File: src/sv/hrhp_pkg.sv
// hrhp_pkg: shared types, codes and limits for the http response head parser
// used by http_response_header_parser and its checker; no dependencies
`default_nettype none

package hrhp_pkg;

    localparam int LEN_W = 9;

    // per-token length limits
    localparam logic [LEN_W-1:0] VERSION_MAX = 9'd16;
    localparam logic [LEN_W-1:0] STATUS_MAX  = 9'd8;
    localparam logic [LEN_W-1:0] REASON_MAX  = 9'd64;
    localparam logic [LEN_W-1:0] NAME_MAX    = 9'd64;
    localparam logic [LEN_W-1:0] VALUE_MAX   = 9'd256;

    localparam logic [7:0] CH_COLON = 8'h3A;
    localparam logic [7:0] CH_CR    = 8'h0D;
    localparam logic [7:0] CH_LF    = 8'h0A;
    localparam logic [7:0] CH_SP    = 8'h20;
    localparam logic [7:0] CH_HT    = 8'h09;

    // token kinds
    localparam logic [2:0] KIND_NONE    = 3'd0;
    localparam logic [2:0] KIND_VERSION = 3'd1;
    localparam logic [2:0] KIND_STATUS  = 3'd2;
    localparam logic [2:0] KIND_REASON  = 3'd3;
    localparam logic [2:0] KIND_NAME    = 3'd4;
    localparam logic [2:0] KIND_VALUE   = 3'd5;

    // parse status
    localparam logic [1:0] ST_PARSING = 2'd0;
    localparam logic [1:0] ST_OK      = 2'd1;
    localparam logic [1:0] ST_ERROR   = 2'd2;

    typedef struct packed {
        logic [7:0] data_byte;
        logic       at_end;
    } hrhp_req_t;

    typedef struct packed {
        logic [2:0] token_kind;
        logic [7:0] token_byte;
        logic       pair_done;
        logic [1:0] parse_status;
    } hrhp_res_t;

    // SP, HT, LF, VT, FF, CR
    function automatic logic is_ws(input logic [7:0] b);
        return (b == CH_SP) || ((b >= 8'h09) && (b <= 8'h0D));
    endfunction

    function automatic logic is_blank(input logic [7:0] b);
        return (b == CH_SP) || (b == CH_HT);
    endfunction

endpackage

`default_nettype wire

File: src/sv/http_response_header_parser.sv
// http_response_header_parser: byte-serial parser for an http response head
// depends on hrhp_pkg
`default_nettype none

// Usage
//   byte channel: byte_valid / byte_stall / byte_req carry one request per
//   unstalled cycle, either a response byte or an end-of-input marker (at_end).
//   result channel: res_valid / res_stall / res_data return one result per
//   request: the byte tagged by role, a pair-done flag and the parse status.
//   A request's result is registered at the accepting edge, valid right
//   after it. One request is taken per cycle while byte_stall is low; the
//   only state between requests is the phase register, the token length
//   counter and the sticky status, all updated at the accepting edge.
//   byte_stall is high only while the result register holds a result that
//   the receiver stalls, so a held result stalls the byte side in the same
//   cycle and nothing is dropped.
//   Reset clears the result valid flag, puts the parser in the leading
//   whitespace skip, zeroes the length and sets the status to parsing.
//   Once the status is ok or error it stays so until the next reset, and
//   further requests return untagged results with that status.

module http_response_header_parser
    import hrhp_pkg::*;
(
    input  wire logic      clk,
    input  wire logic      rst_n,
    input  wire logic      byte_valid,
    output logic           byte_stall,
    input  wire hrhp_req_t byte_req,
    output logic           res_valid,
    input  wire logic      res_stall,
    output hrhp_res_t      res_data
);

    localparam logic [3:0] PH_SKIP0      = 4'd0;
    localparam logic [3:0] PH_VERSION    = 4'd1;
    localparam logic [3:0] PH_SKIP1      = 4'd2;
    localparam logic [3:0] PH_STATUS     = 4'd3;
    localparam logic [3:0] PH_SKIP2      = 4'd4;
    localparam logic [3:0] PH_REASON     = 4'd5;
    localparam logic [3:0] PH_REASON_CR  = 4'd6;
    localparam logic [3:0] PH_LINE_START = 4'd7;
    localparam logic [3:0] PH_NAME       = 4'd8;
    localparam logic [3:0] PH_OWS        = 4'd9;
    localparam logic [3:0] PH_VALUE      = 4'd10;
    localparam logic [3:0] PH_VALUE_CR   = 4'd11;
    localparam logic [3:0] PH_LINE_NEXT  = 4'd12;
    localparam logic [3:0] PH_END_CR     = 4'd13;
    localparam logic [3:0] PH_FINISHED   = 4'd14;

    logic [3:0]       phase_reg, phase_next;
    logic [LEN_W-1:0] len_reg, len_next;
    logic [1:0]       status_reg, status_next;
    logic             res_valid_reg, res_valid_next;
    hrhp_res_t        res_reg, res_next;

    logic             accept;
    logic [7:0]       b;
    logic             at_end;

    logic             take_en;
    logic [2:0]       take_kind;
    logic [LEN_W-1:0] take_lim;
    logic [3:0]       take_phase;
    logic             fail;
    logic             done_ok;

    assign byte_stall = res_valid_reg & res_stall;
    assign accept     = byte_valid & ~byte_stall;
    assign b          = byte_req.data_byte;
    assign at_end     = byte_req.at_end;

    always_comb
    begin
        phase_next = phase_reg;
        len_next   = len_reg;
        take_en    = 1'b0;
        take_kind  = KIND_NONE;
        take_lim   = NAME_MAX;
        take_phase = PH_NAME;
        fail       = 1'b0;
        done_ok    = 1'b0;
        res_next.token_kind = KIND_NONE;
        res_next.token_byte = 8'd0;
        res_next.pair_done  = 1'b0;
        res_next.parse_status = status_reg;

        unique case (phase_reg)
            PH_SKIP0, PH_SKIP1, PH_SKIP2:
            begin
                if (at_end)
                begin
                    fail = 1'b1;
                end
                else if (!is_ws(b))
                begin
                    len_next = '0;
                    take_en  = 1'b1;
                    if (phase_reg == PH_SKIP0)
                    begin
                        take_kind  = KIND_VERSION;
                        take_lim   = VERSION_MAX;
                        take_phase = PH_VERSION;
                    end
                    else if (phase_reg == PH_SKIP1)
                    begin
                        take_kind  = KIND_STATUS;
                        take_lim   = STATUS_MAX;
                        take_phase = PH_STATUS;
                    end
                    else
                    begin
                        take_kind  = KIND_REASON;
                        take_lim   = REASON_MAX;
                        take_phase = PH_REASON;
                    end
                end
            end
            PH_VERSION, PH_STATUS:
            begin
                if (at_end)
                begin
                    fail = 1'b1;
                end
                else if (is_ws(b))
                begin
                    len_next   = '0;
                    phase_next = (phase_reg == PH_VERSION) ? PH_SKIP1 : PH_SKIP2;
                end
                else
                begin
                    take_en = 1'b1;
                    if (phase_reg == PH_VERSION)
                    begin
                        take_kind  = KIND_VERSION;
                        take_lim   = VERSION_MAX;
                        take_phase = PH_VERSION;
                    end
                    else
                    begin
                        take_kind  = KIND_STATUS;
                        take_lim   = STATUS_MAX;
                        take_phase = PH_STATUS;
                    end
                end
            end
            PH_REASON:
            begin
                if (at_end)
                begin
                    fail = 1'b1;
                end
                else if (b == CH_CR)
                begin
                    phase_next = PH_REASON_CR;
                end
                else if (b == CH_LF)
                begin
                    phase_next = PH_LINE_START;
                end
                else
                begin
                    take_en    = 1'b1;
                    take_kind  = KIND_REASON;
                    take_lim   = REASON_MAX;
                    take_phase = PH_REASON;
                end
            end
            PH_REASON_CR:
            begin
                if (at_end)
                begin
                    done_ok = 1'b1;
                end
                else if (b == CH_LF)
                begin
                    phase_next = PH_LINE_START;
                end
                else
                begin
                    fail = 1'b1;
                end
            end
            PH_LINE_START, PH_LINE_NEXT:
            begin
                if (at_end)
                begin
                    done_ok = 1'b1;
                    res_next.pair_done = (phase_reg == PH_LINE_NEXT);
                end
                else if ((phase_reg == PH_LINE_NEXT) && is_blank(b))
                begin
                    // continuation line, the blank belongs to the value
                    take_en    = 1'b1;
                    take_kind  = KIND_VALUE;
                    take_lim   = VALUE_MAX;
                    take_phase = PH_VALUE;
                end
                else
                begin
                    res_next.pair_done = (phase_reg == PH_LINE_NEXT);
                    if (b == CH_LF)
                    begin
                        done_ok = 1'b1;
                    end
                    else if (b == CH_CR)
                    begin
                        phase_next = PH_END_CR;
                    end
                    else if (b == CH_COLON)
                    begin
                        len_next   = '0;
                        phase_next = PH_OWS;
                    end
                    else
                    begin
                        len_next   = '0;
                        take_en    = 1'b1;
                        take_kind  = KIND_NAME;
                        take_lim   = NAME_MAX;
                        take_phase = PH_NAME;
                    end
                end
            end
            PH_NAME:
            begin
                if (at_end || (b == CH_CR) || (b == CH_LF))
                begin
                    fail = 1'b1;
                end
                else if (b == CH_COLON)
                begin
                    len_next   = '0;
                    phase_next = PH_OWS;
                end
                else
                begin
                    take_en    = 1'b1;
                    take_kind  = KIND_NAME;
                    take_lim   = NAME_MAX;
                    take_phase = PH_NAME;
                end
            end
            PH_OWS, PH_VALUE:
            begin
                if (at_end)
                begin
                    res_next.pair_done = 1'b1;
                    done_ok = 1'b1;
                end
                else if (b == CH_CR)
                begin
                    phase_next = PH_VALUE_CR;
                end
                else if (b == CH_LF)
                begin
                    phase_next = PH_LINE_NEXT;
                end
                else if (!((phase_reg == PH_OWS) && is_blank(b)))
                begin
                    take_en    = 1'b1;
                    take_kind  = KIND_VALUE;
                    take_lim   = VALUE_MAX;
                    take_phase = PH_VALUE;
                end
            end
            PH_VALUE_CR:
            begin
                if (at_end)
                begin
                    res_next.pair_done = 1'b1;
                    done_ok = 1'b1;
                end
                else if (b == CH_LF)
                begin
                    phase_next = PH_LINE_NEXT;
                end
                else
                begin
                    fail = 1'b1;
                end
            end
            PH_END_CR:
            begin
                if (at_end || (b == CH_LF))
                begin
                    done_ok = 1'b1;
                end
                else
                begin
                    fail = 1'b1;
                end
            end
            default:
            begin
                // finished or unused phase: input ignored
            end
        endcase

        if (take_en)
        begin
            if (len_next < take_lim)
            begin
                res_next.token_kind = take_kind;
                res_next.token_byte = b;
                len_next   = len_next + 1'b1;
                phase_next = take_phase;
            end
            else
            begin
                fail = 1'b1;
            end
        end

        status_next = status_reg;
        if (fail)
        begin
            status_next = ST_ERROR;
            phase_next  = PH_FINISHED;
            len_next    = '0;
            res_next.token_kind = KIND_NONE;
            res_next.token_byte = 8'd0;
            res_next.pair_done  = 1'b0;
        end
        else if (done_ok)
        begin
            status_next = ST_OK;
            phase_next  = PH_FINISHED;
            len_next    = '0;
        end
        res_next.parse_status = status_next;
    end

    always_comb
    begin
        res_valid_next = res_valid_reg;
        if (accept)
        begin
            res_valid_next = 1'b1;
        end
        else if (!res_stall)
        begin
            res_valid_next = 1'b0;
        end
    end

    always_ff @(posedge clk or negedge rst_n)
    begin
        if (!rst_n)
        begin
            phase_reg     <= PH_SKIP0;
            len_reg       <= '0;
            status_reg    <= ST_PARSING;
            res_valid_reg <= 1'b0;
        end
        else
        begin
            res_valid_reg <= res_valid_next;
            if (accept)
            begin
                phase_reg  <= phase_next;
                len_reg    <= len_next;
                status_reg <= status_next;
            end
        end
    end

    always_ff @(posedge clk)
    begin
        if (accept)
        begin
            res_reg <= res_next;
        end
    end

    assign res_valid = res_valid_reg;
    assign res_data  = res_reg;

endmodule

`default_nettype wire

File: config.mk
export PLATFORM = sky130hd
export DESIGN_NAME = http_response_header_parser
export DESIGN_NICKNAME = d
export VERILOG_FILES = /design/src/sv/hrhp_pkg.sv /design/src/sv/http_response_header_parser.sv
export SDC_FILE = /design/constraint.sdc
export NUM_CORES = 1
export LEC_CHECK = 0
export ABC_AREA = 1
export BUFFER_PORTS_ARGS = -buffer_cell sky130_fd_sc_hd__buf_4
export CORE_MARGIN = 5
export CORE_UTILIZATION = 50
export CTS_CLUSTER_DIAMETER = 80
export DETAILED_ROUTE_END_ITERATION = 6
export PLACE_DENSITY_LB_ADDON = 0.05
export SYNTH_ARGS = -nofsm -noshare
export SYNTH_HDL_FRONTEND = slang
export SYNTH_SLANG_ARGS = --single-unit
File: constraint.sdc
create_clock -name clk -period 3.7 [get_ports clk]
set_input_delay 0.74 -clock clk [delete_from_list [all_inputs] [get_ports clk]]
set_output_delay 0.74 -clock clk [all_outputs]
set_load 0.03 [all_outputs]
# [Word level (Yosys, flattened, before mapping)]
# Index checks and enable logic that the tools add are counted.
[totals] reg_bits=30 input_bits=13 out_inout_bits=16 word_cells=179
[op_classes] add_sub_neg=1 n_lt_le_gt_ge=3 n_eq_ne=19 muxes=124 bitwise=5 n_reduce_logical=19
[ops] op="9-bit 2-to-1 mux" n=20
[ops] op="4-bit 2-to-1 mux" n=27
[ops] op="9-bit one-hot mux with 4 select lines" n=2
[ops] op="7-bit 2-to-1 mux" n=6
[ops] op="3-bit 2-to-1 mux" n=13
[ops] op="2-bit 2-to-1 mux" n=18
[ops] op="1-bit 2-to-1 mux" n=30
[ops] op="4-bit one-hot mux with 7 select lines" n=1
[ops] op="4-bit == test (second input constant)" n=6
[ops] op="8-bit by 4-bit == test with 1-bit output (second input constant)" n=3
[ops] op="4-bit one-hot mux with 5 select lines" n=1
[ops] op="3-bit one-hot mux with 6 select lines" n=1
[ops] op="4-bit by 3-bit == test with 1-bit output (second input constant)" n=4
[ops] op="8-bit by 6-bit == test with 1-bit output (second input constant)" n=2
[ops] op="9-bit by 1-bit adder with 9-bit output (second input constant)" n=1
[ops] op="9-bit less-than comparator" n=1
[ops] op="3-bit OR reduction" n=3
[ops] op="4-bit by 2-bit == test with 1-bit output (second input constant)" n=2
[ops] op="8-bit by 4-bit greater-or-equal comparator with 1-bit output (second input constant)" n=1
[ops] op="8-bit by 4-bit <= comparator with 1-bit output (second input constant)" n=1
[ops] op="2-bit OR reduction" n=4
[ops] op="6-bit OR reduction" n=1
[ops] op="1-bit logical OR" n=5
[ops] op="5-bit 2-to-1 mux" n=1
[ops] op="12 further kinds" n=17

# [Longest topological paths before layout]
# Gate-level depths: netlist (run 1).
[logic_depth] depth_word=13 mapped_depth=22 depth_no_buf=21

# [Worst setup path before layout (run 1)]
# No wires, ideal clock.
[synth_path] path_type="input to register" from="input byte_req[6] in the netlist's numbering" to="register len_reg[8]" arrival_time_ns=2.884 required_ns=3.583 slack_ns=0.699 stages=19 path_buffers=1 cell_sequence="inv_1 -> nand2_1 -> nor2_2 -> nand2_1 -> nand2_1 -> nand3_1 -> nand2_1 -> inv_1 -> a2111oi_0 -> ha_1 -> nand3_1 -> nand2_1 -> a21oi_2 -> buf_4 -> nand2_4 -> nor2_1 -> nand3_1 -> nand3_1 -> nand2_1"
[synth_via] elab_chain_cells=13 elab_cells_between_ends=70 classes_between="add/sub (1); order compare (3); eq/ne (5); mux (53); reduce/logical (8)"
[synth_rtl] item="start, declared" line_no="http_response_header_parser.sv:29" source="input wire hrhp_req_t byte_req,"
[synth_rtl] item="branches (longest 12 deep; another with 9-bit by 1-bit adder with 9-bit output)"
[synth_rtl] item="9-bit 2-to-1 mux *" line_no="http_response_header_parser.sv:316" source="if (fail)"
[synth_rtl] item="end signal, assigned" line_no="http_response_header_parser.sv:362" source="len_reg <= len_next;"
[synth_rtl] item="end, declared" line_no="http_response_header_parser.sv:52" source="logic [LEN_W-1:0] len_reg, len_next;"
# Every way passes the cells marked *.
# A chain may end at the register's enable or synchronous reset.

# [Worst setup path after layout (run 1)]
[layout_path] from="input byte_req[1] in the netlist's numbering" to="register len_reg[6]"
# The elaborated chain is that of the path after synthesis.

==> impl_results.md, run 1 <==
* Max cap viols at 0
* Tcrit/Tclk final at 0.8949
* Post-route cell area at 2878 sq um
* Die width at 80.16 um
* Finish-stage setup viols at 0
* Number of diodes at 0
* Placed cell area at 2786 sq um
* IO Pins at 29
* Avg Synthesized Cell Area at 6.581 sq um
* Worst Tran Pin Value at 613.4 ps
* Maximum clock insertion buffer count at 2
* Drt first pass iters at 5
* Wire per inst at 14.02 um
* Most used cell, CP: nand3_1
* Critical path type: in -> reg
* Largest net degree at the start of global routing at 21
* Vias per inst at 5.435
* Ys Warns at 0
* CTS tree: done
* Syn Std Cell Area at 2461 sq um
* Register clock-pin slew on the reported worst setup and hold paths at 60 ps
* Core Region at 4755 sq um
* Library cells used by synthesis at 37
* Number of global-route vias before repair at 2428
* GRT Util Overall at 0.2289
* CTS buffer count at 5
* Final Hold Viols at 0
* FF+latch count, synth at 30
* Power per cell area at 589.1 nW/um^2
* H-tree depth at 2
* Met3 routed wirelength at 595 um
* Final net count at 429
* Row cnt at 25
* Drt initial violations at 159
* Skew-Pair Late Insertion Delay at 280 ps
* Hold Crit Class: in -> async
* Status: complete, no violations
* Met2 wire length at 2.884 mm
* Uppermost routed layer: met4
* Post-synthesis cell count at 374
* Area Growth Syn to Fin at 16.93%
* Die H at 80.16 um
* RSZ-0062 raised after global routing: false
* Leakage at 0.001510 uW
* Slowest stage delay, CP at 430 ps
* Post-Syn Nets at 391
* GPL Wtd Cong at 1.010
* Dpl hpwl at 5.352 mm
* Fin util at 0.6053
* Pwr Total at 1695 uW
* Root Buffer: clkbuf_8
* M1 WL at 3.074 mm
* Worst vdd ir at 290.3 uV
* Post-synth top flop: dfrtp_1
* Max FO, Critical Path at 10
* Port-buffer cells at 28
* TNS Setup at 0 ps
* Async S/R FF share, synth at 0.5333
* Via count at 2609
* Crit path launch type: input pin
* Achievable Freq at 0.3020 GHz
* WP data required at 3870 ps
* CTS sink cnt at 30
* Layout cells sized above 1 at 0.1816
* Worst setup EP type: flop
* Antenna viol nets, final at 0
* Max reg flops at 14
* Crit path time final at 3311 ps
* Die ar. at 6426 sq um
* Final setup skew at 8.835 ps
* CP arrival at 3480 ps
* Initial antenna violation count at 0
* Total grt overflow at 0
* Worst slew margin at 0.5873
* Critical Path Slowest Stage Cell: a2111oi_1
* Crit path max-delay family: compound AO/OA/AOI/OAI gates
* Initial Util at 0.5176
* Number of setup buffers added after CTS at 0
* Final wirelength at 6.728 mm
* Critical-path cell list: buf_4 -> o21ai_0 -> nand2_1 -> nand3_1 -> nand3_1 -> o21ai_0 -> o21ai_0 -> a2111oi_1 -> ha_1 -> nand3_1 -> nand2_1 -> a21oi_2 -> buf_4 -> nand2_4 -> nor2_1 -> nand3_1 -> nand3_1 -> nand2_1
* Post-synth EDFFs at 14
* Register area share after synthesis at 0.3335
* Worst Path Buf+Inv at 2
* Drc violations at 0
* First-pass GRT wire length at 11.48 mm
* Max Transition Viols Final at 0
## worst paths after layout
| kind | start | to | slack [ps] | depth (start not counted) |
|---|---|---|---|---|
| setup / recovery | byte_req[1] | len_reg[6] | 390 | 18 |
| hold / removal | rst_n | len_reg[8] | 310 | 1 |
| setup reg to reg | phase_reg[0] | len_reg[6] | 510 | 15 |
| hold reg to reg | res_valid | res_valid | 490 | 2 |
| max in group asynchronous | rst_n | status_reg[0] | 3200 | 1 |
| min in group clk | res_valid | res_valid | 490 | 2 |
## Yosys cell counts (all sizes together) (5+ instances only)
cell type / instances / area, sq um
nor2: 49 / 216.5
a31oi: 5 / 31.28
dfrtp: 16 / 400.4
edfxtp: 14 / 420.4
inv: 63 / 236.5
nand3: 31 / 202.7
o21ai: 16 / 83.83
nand2: 126 / 485.5
a21oi: 15 / 97.60
nor3: 8 / 40.04
nand4: 10 / 62.56
## layout make-up
| class | count | area (sq um) |
|---|---|---|
| multi-input combinational | 276 | 1376 |
| sequential | 30 | 820.8 |
| clock buffer | 8 | 90.09 |
| tap | 67 | 83.83 |
| fill | 478 | 1877 |
| inverter | 63 | 236.5 |
| timing repair buffer | 36 | 270.3 |
## per-layer routing
metal  GRT usage  vias up
met3     0.03924       18
met1      0.3143     1168
met4     0.08953        0
met5           0        -
li1            -     1291
met2      0.3568      132
## what timing repair did
action,4_1_cts,5_1_grt
setup endpoints to repair,0,10
resized for setup,0,1
hold buffers,0,0
hold endpoints to repair,0,0
## cell families after synthesis
| kind of cell | count (synthesis) | share of synthesized area |
|---|---|---|
| fa+ha+maj | 4 | 0.02034 |
| flops | 30 | 0.3335 |
| simple gates | 225 | 0.4118 |
| buf+inv | 68 | 0.1078 |
| compound gates | 46 | 0.1230 |
| xor+xnor | 1 | 0.003559 |
## layout by cell type, fill, tap and decap left out, types with 3 or more instances in the layout
cell type  count
o21ai_1        3
a21oi_1       11
nand4_1       10
inv_2         12
nand3_4        3
a21oi_2        3
edfxtp_1      14
nor2_2         4
clkbuf_8       6
buf_4         36
nand3_1       26
nor2_4         3
o21ai_0       12
ha_1           4
a31oi_1        5
nor2_1        42
inv_1         51
dfrtp_1       16
nor3_1         8
nand2_1      123
## power by group
group | switching, uW | leakage [uW] | internal (uW)
Sequential | 48.8 | 0.000340 | 423
Combinational | 638 | 0.00112 | 313
Clock | 122 | 0.0000455 | 151
## through the flow
step	instances	hold slack, ps	worst slack [ps]
4_1_cts	480	317.5	269.5
6_report	480	310.3	388.7
5_1_grt	480	322.4	2.617
3_3_place_gp	472	486.5	-13.81
2_1_floorplan	374	444.4	698.8
3_5_place_dp	472	480.9	-21.91
Note: power is estimated with default switching activity, not from simulation.
==> run 2, diff against run 1 <==
PLACE_DENSITY = 0.7   (was unset)
PLACE_DENSITY_LB_ADDON = unset   (was 0.05)
==> run 2 against run 1 <==
  * Utilization about the same
  * First-iteration DRC count rose by 41%
  * Critical path depth shrank 1
  * Clock power about the same
  * Wire length up 1.0%
  * Cell count unchanged
  * Cell area is essentially flat
  * Clock-buffer cell count decreased by 1
  * Setup slack worse by 24 ps
  * Global-route usage increased by 0.29 points
  * Power is 0.72% higher
  * Largest power group unchanged
  * Highest routed layer unchanged
==> impl_results.md, run 2 (synthesis gave the netlist of run 1 again) <==
* Drc violations at 0
* Tcrit/Tclk final at 0.9015
* GPL Wtd Cong at 0.9839
* Net Sw Frac at 0.4821
* Wire per inst at 14.16 um
* Seq pwr share at 0.277
* R2R setup slack at 470 ps
* Status: complete, no violations
* Pre-CTS setup slack at -8.927 ps
* Critical path type: in -> reg
* Leakage at 0.001512 uW
* Die H at 80.16 um
* CP arrival at 3420 ps
* CTS Hold Bufs at 0
* GRT Util Overall at 0.2318
* Worst Tran Pin Value at 662.8 ps
* Worst slew margin at 0.5541
* Max cap viols at 0
* RSZ-0062 raised after global routing: false
* Area Growth Syn to Fin at 16.98%
* Slowest stage delay, CP at 470 ps
* Register clock-pin slew on the reported worst setup and hold paths at 70 ps
* Routing usage on met2 at 0.3485
* Comb power frac at 0.562
* TNS Setup at 0 ps
* Met3 usage at 0.04484
* Initial antenna violation count at 0
* Crit path launch type: input pin
* Critical-path cell list: buf_4 -> inv_1 -> nand2_1 -> nor2_2 -> nand2_1 -> nand2_1 -> nand3_1 -> nand2_1 -> inv_1 -> a2111oi_1 -> ha_1 -> nand3_1 -> nand2_1 -> a21oi_2 -> nand3_4 -> buf_4 -> a31oi_1
* Skew-Pair Late Insertion Delay at 280 ps
* Most Used Layer, Global Route: met2
* Post-route setup slack at 364.6 ps
* Vias per inst at 5.342
* Max FO, Critical Path at 11
* H-tree depth at 2
* Commonest cells after routing, fill and taps aside: nand2_1 (123), inv_1 (51), nor2_1 (42)
* First-pass GRT wire length at 11.60 mm
* Maximum clock insertion buffer count at 2
* WP data required at 3790 ps
* Crit path time final at 3335 ps
* Power per cell area at 593.1 nW/um^2
* FF-to-FF Start: phase_reg[2]
* Final setup skew at 5.326 ps
* Most common cell after layout, fill and taps aside: nand2_1
* Row cnt at 25
* Total grt overflow at 0
* Reg2Reg Depth at 13
* Die ar. at 6426 sq um
* Via count at 2564
* Switch Pwr at 823.2 uW
* Initial Util at 0.5176
* Root Buffer: clkbuf_8
* Final Hold Viols at 0
* R2r endpoint: res_data[12]
* Dpl hpwl at 5.419 mm
* Final net count at 429
* Fin util at 0.6055
* Pint at 884.4 uW
* CTS buffer count at 5
* Core Region at 4755 sq um
* Max Transition Viols Final at 0
* Most used cell, CP: nand2_1
* Worst setup EP type: flop
* Pwr Total at 1708 uW
* Layout cells sized above 1 at 0.1840
* CTS tree: done
* Port-buffer cells at 28
* Drt initial violations at 224
* Drt first pass iters at 5
* Die width at 80.16 um
* Max reg flops at 14
* Critical Path Slowest Stage Cell: a2111oi_1
* Clock share of power at 0.160
* Number of diodes at 0
* Number of setup buffers added after CTS at 0
* Final wirelength at 6.795 mm
* IO Pins at 29
* Number of global-route vias before repair at 2452
* Post-CTS Resized at 0
* Met1 usage at 0.3248
* Finish-stage setup viols at 0
* Worst vdd ir at 311.7 uV
* Hold Crit Class: in -> async
* Achievable Freq at 0.2998 GHz
* Largest net degree at the start of global routing at 21
* Antenna viol nets, final at 0
* CTS sink cnt at 30
run 2: area by class of cell:
type | instances | area, sq um
clock buffers | 7 | 86.33
multi-input cells | 276 | 1376
well taps | 67 | 83.83
clock inverters | 1 | 5.005
flip-flops and latches | 30 | 820.8
repair buffers | 36 | 270.3
inverters | 63 | 236.5
fillers | 473 | 1876
run 2: metrics by stage:
stage | hold slack (ps) | instance area [sq um] | std cells
final | 308.3 | 2879 | 480
after global routing | 316.6 | 2879 | 480
after CTS | 314.2 | 2878 | 480
after detailed placement | 478.6 | 2786 | 472
after global placement | 474.3 | 2786 | 472
after floorplan | 444.4 | 2461 | 374
run 2: worst max-delay path: cells and delay by family:
kind                       cells  cell delay [ps]
and+or+nand+nor                9              970
AOI/OAI and AO/OA              3              900
buffers and inverters          4              470
adders and majority gates      1              340
run 2: power by group through the flow:
stage / Combinational [uW] / Sequential (uW) / Clock, uW
2_1_floorplan: 622 / 529 / 0
3_3_place_gp: 948 / 479 / 0
3_5_place_dp: 943 / 480 / 0
4_1_cts: 947 / 474 / 278
5_1_grt: 1060 / 480 / 292
6_report: 960 / 474 / 274
run 2: layer usage:
metal / share of wire / up-vias
met5: 0 / -
met4: 0.020 / 0
met3: 0.079 / 15
met2: 0.43 / 111
met1: 0.47 / 1145
li1: - / 1293
run 2: how the worst max path moves through the flow:
stage                     slack (ps)  cells past startpoint            to        start
after detailed placement          -9                     17  res_data[11]  byte_req[8]
final                            360                     17  res_data[12]  byte_req[8]
after global routing              50                     20    len_reg[6]  byte_req[6]
after global placement            70                     20    len_reg[6]  byte_req[8]
after floorplan                  700                     19    len_reg[8]  byte_req[6]
after CTS                        270                     17  res_data[11]  byte_req[8]
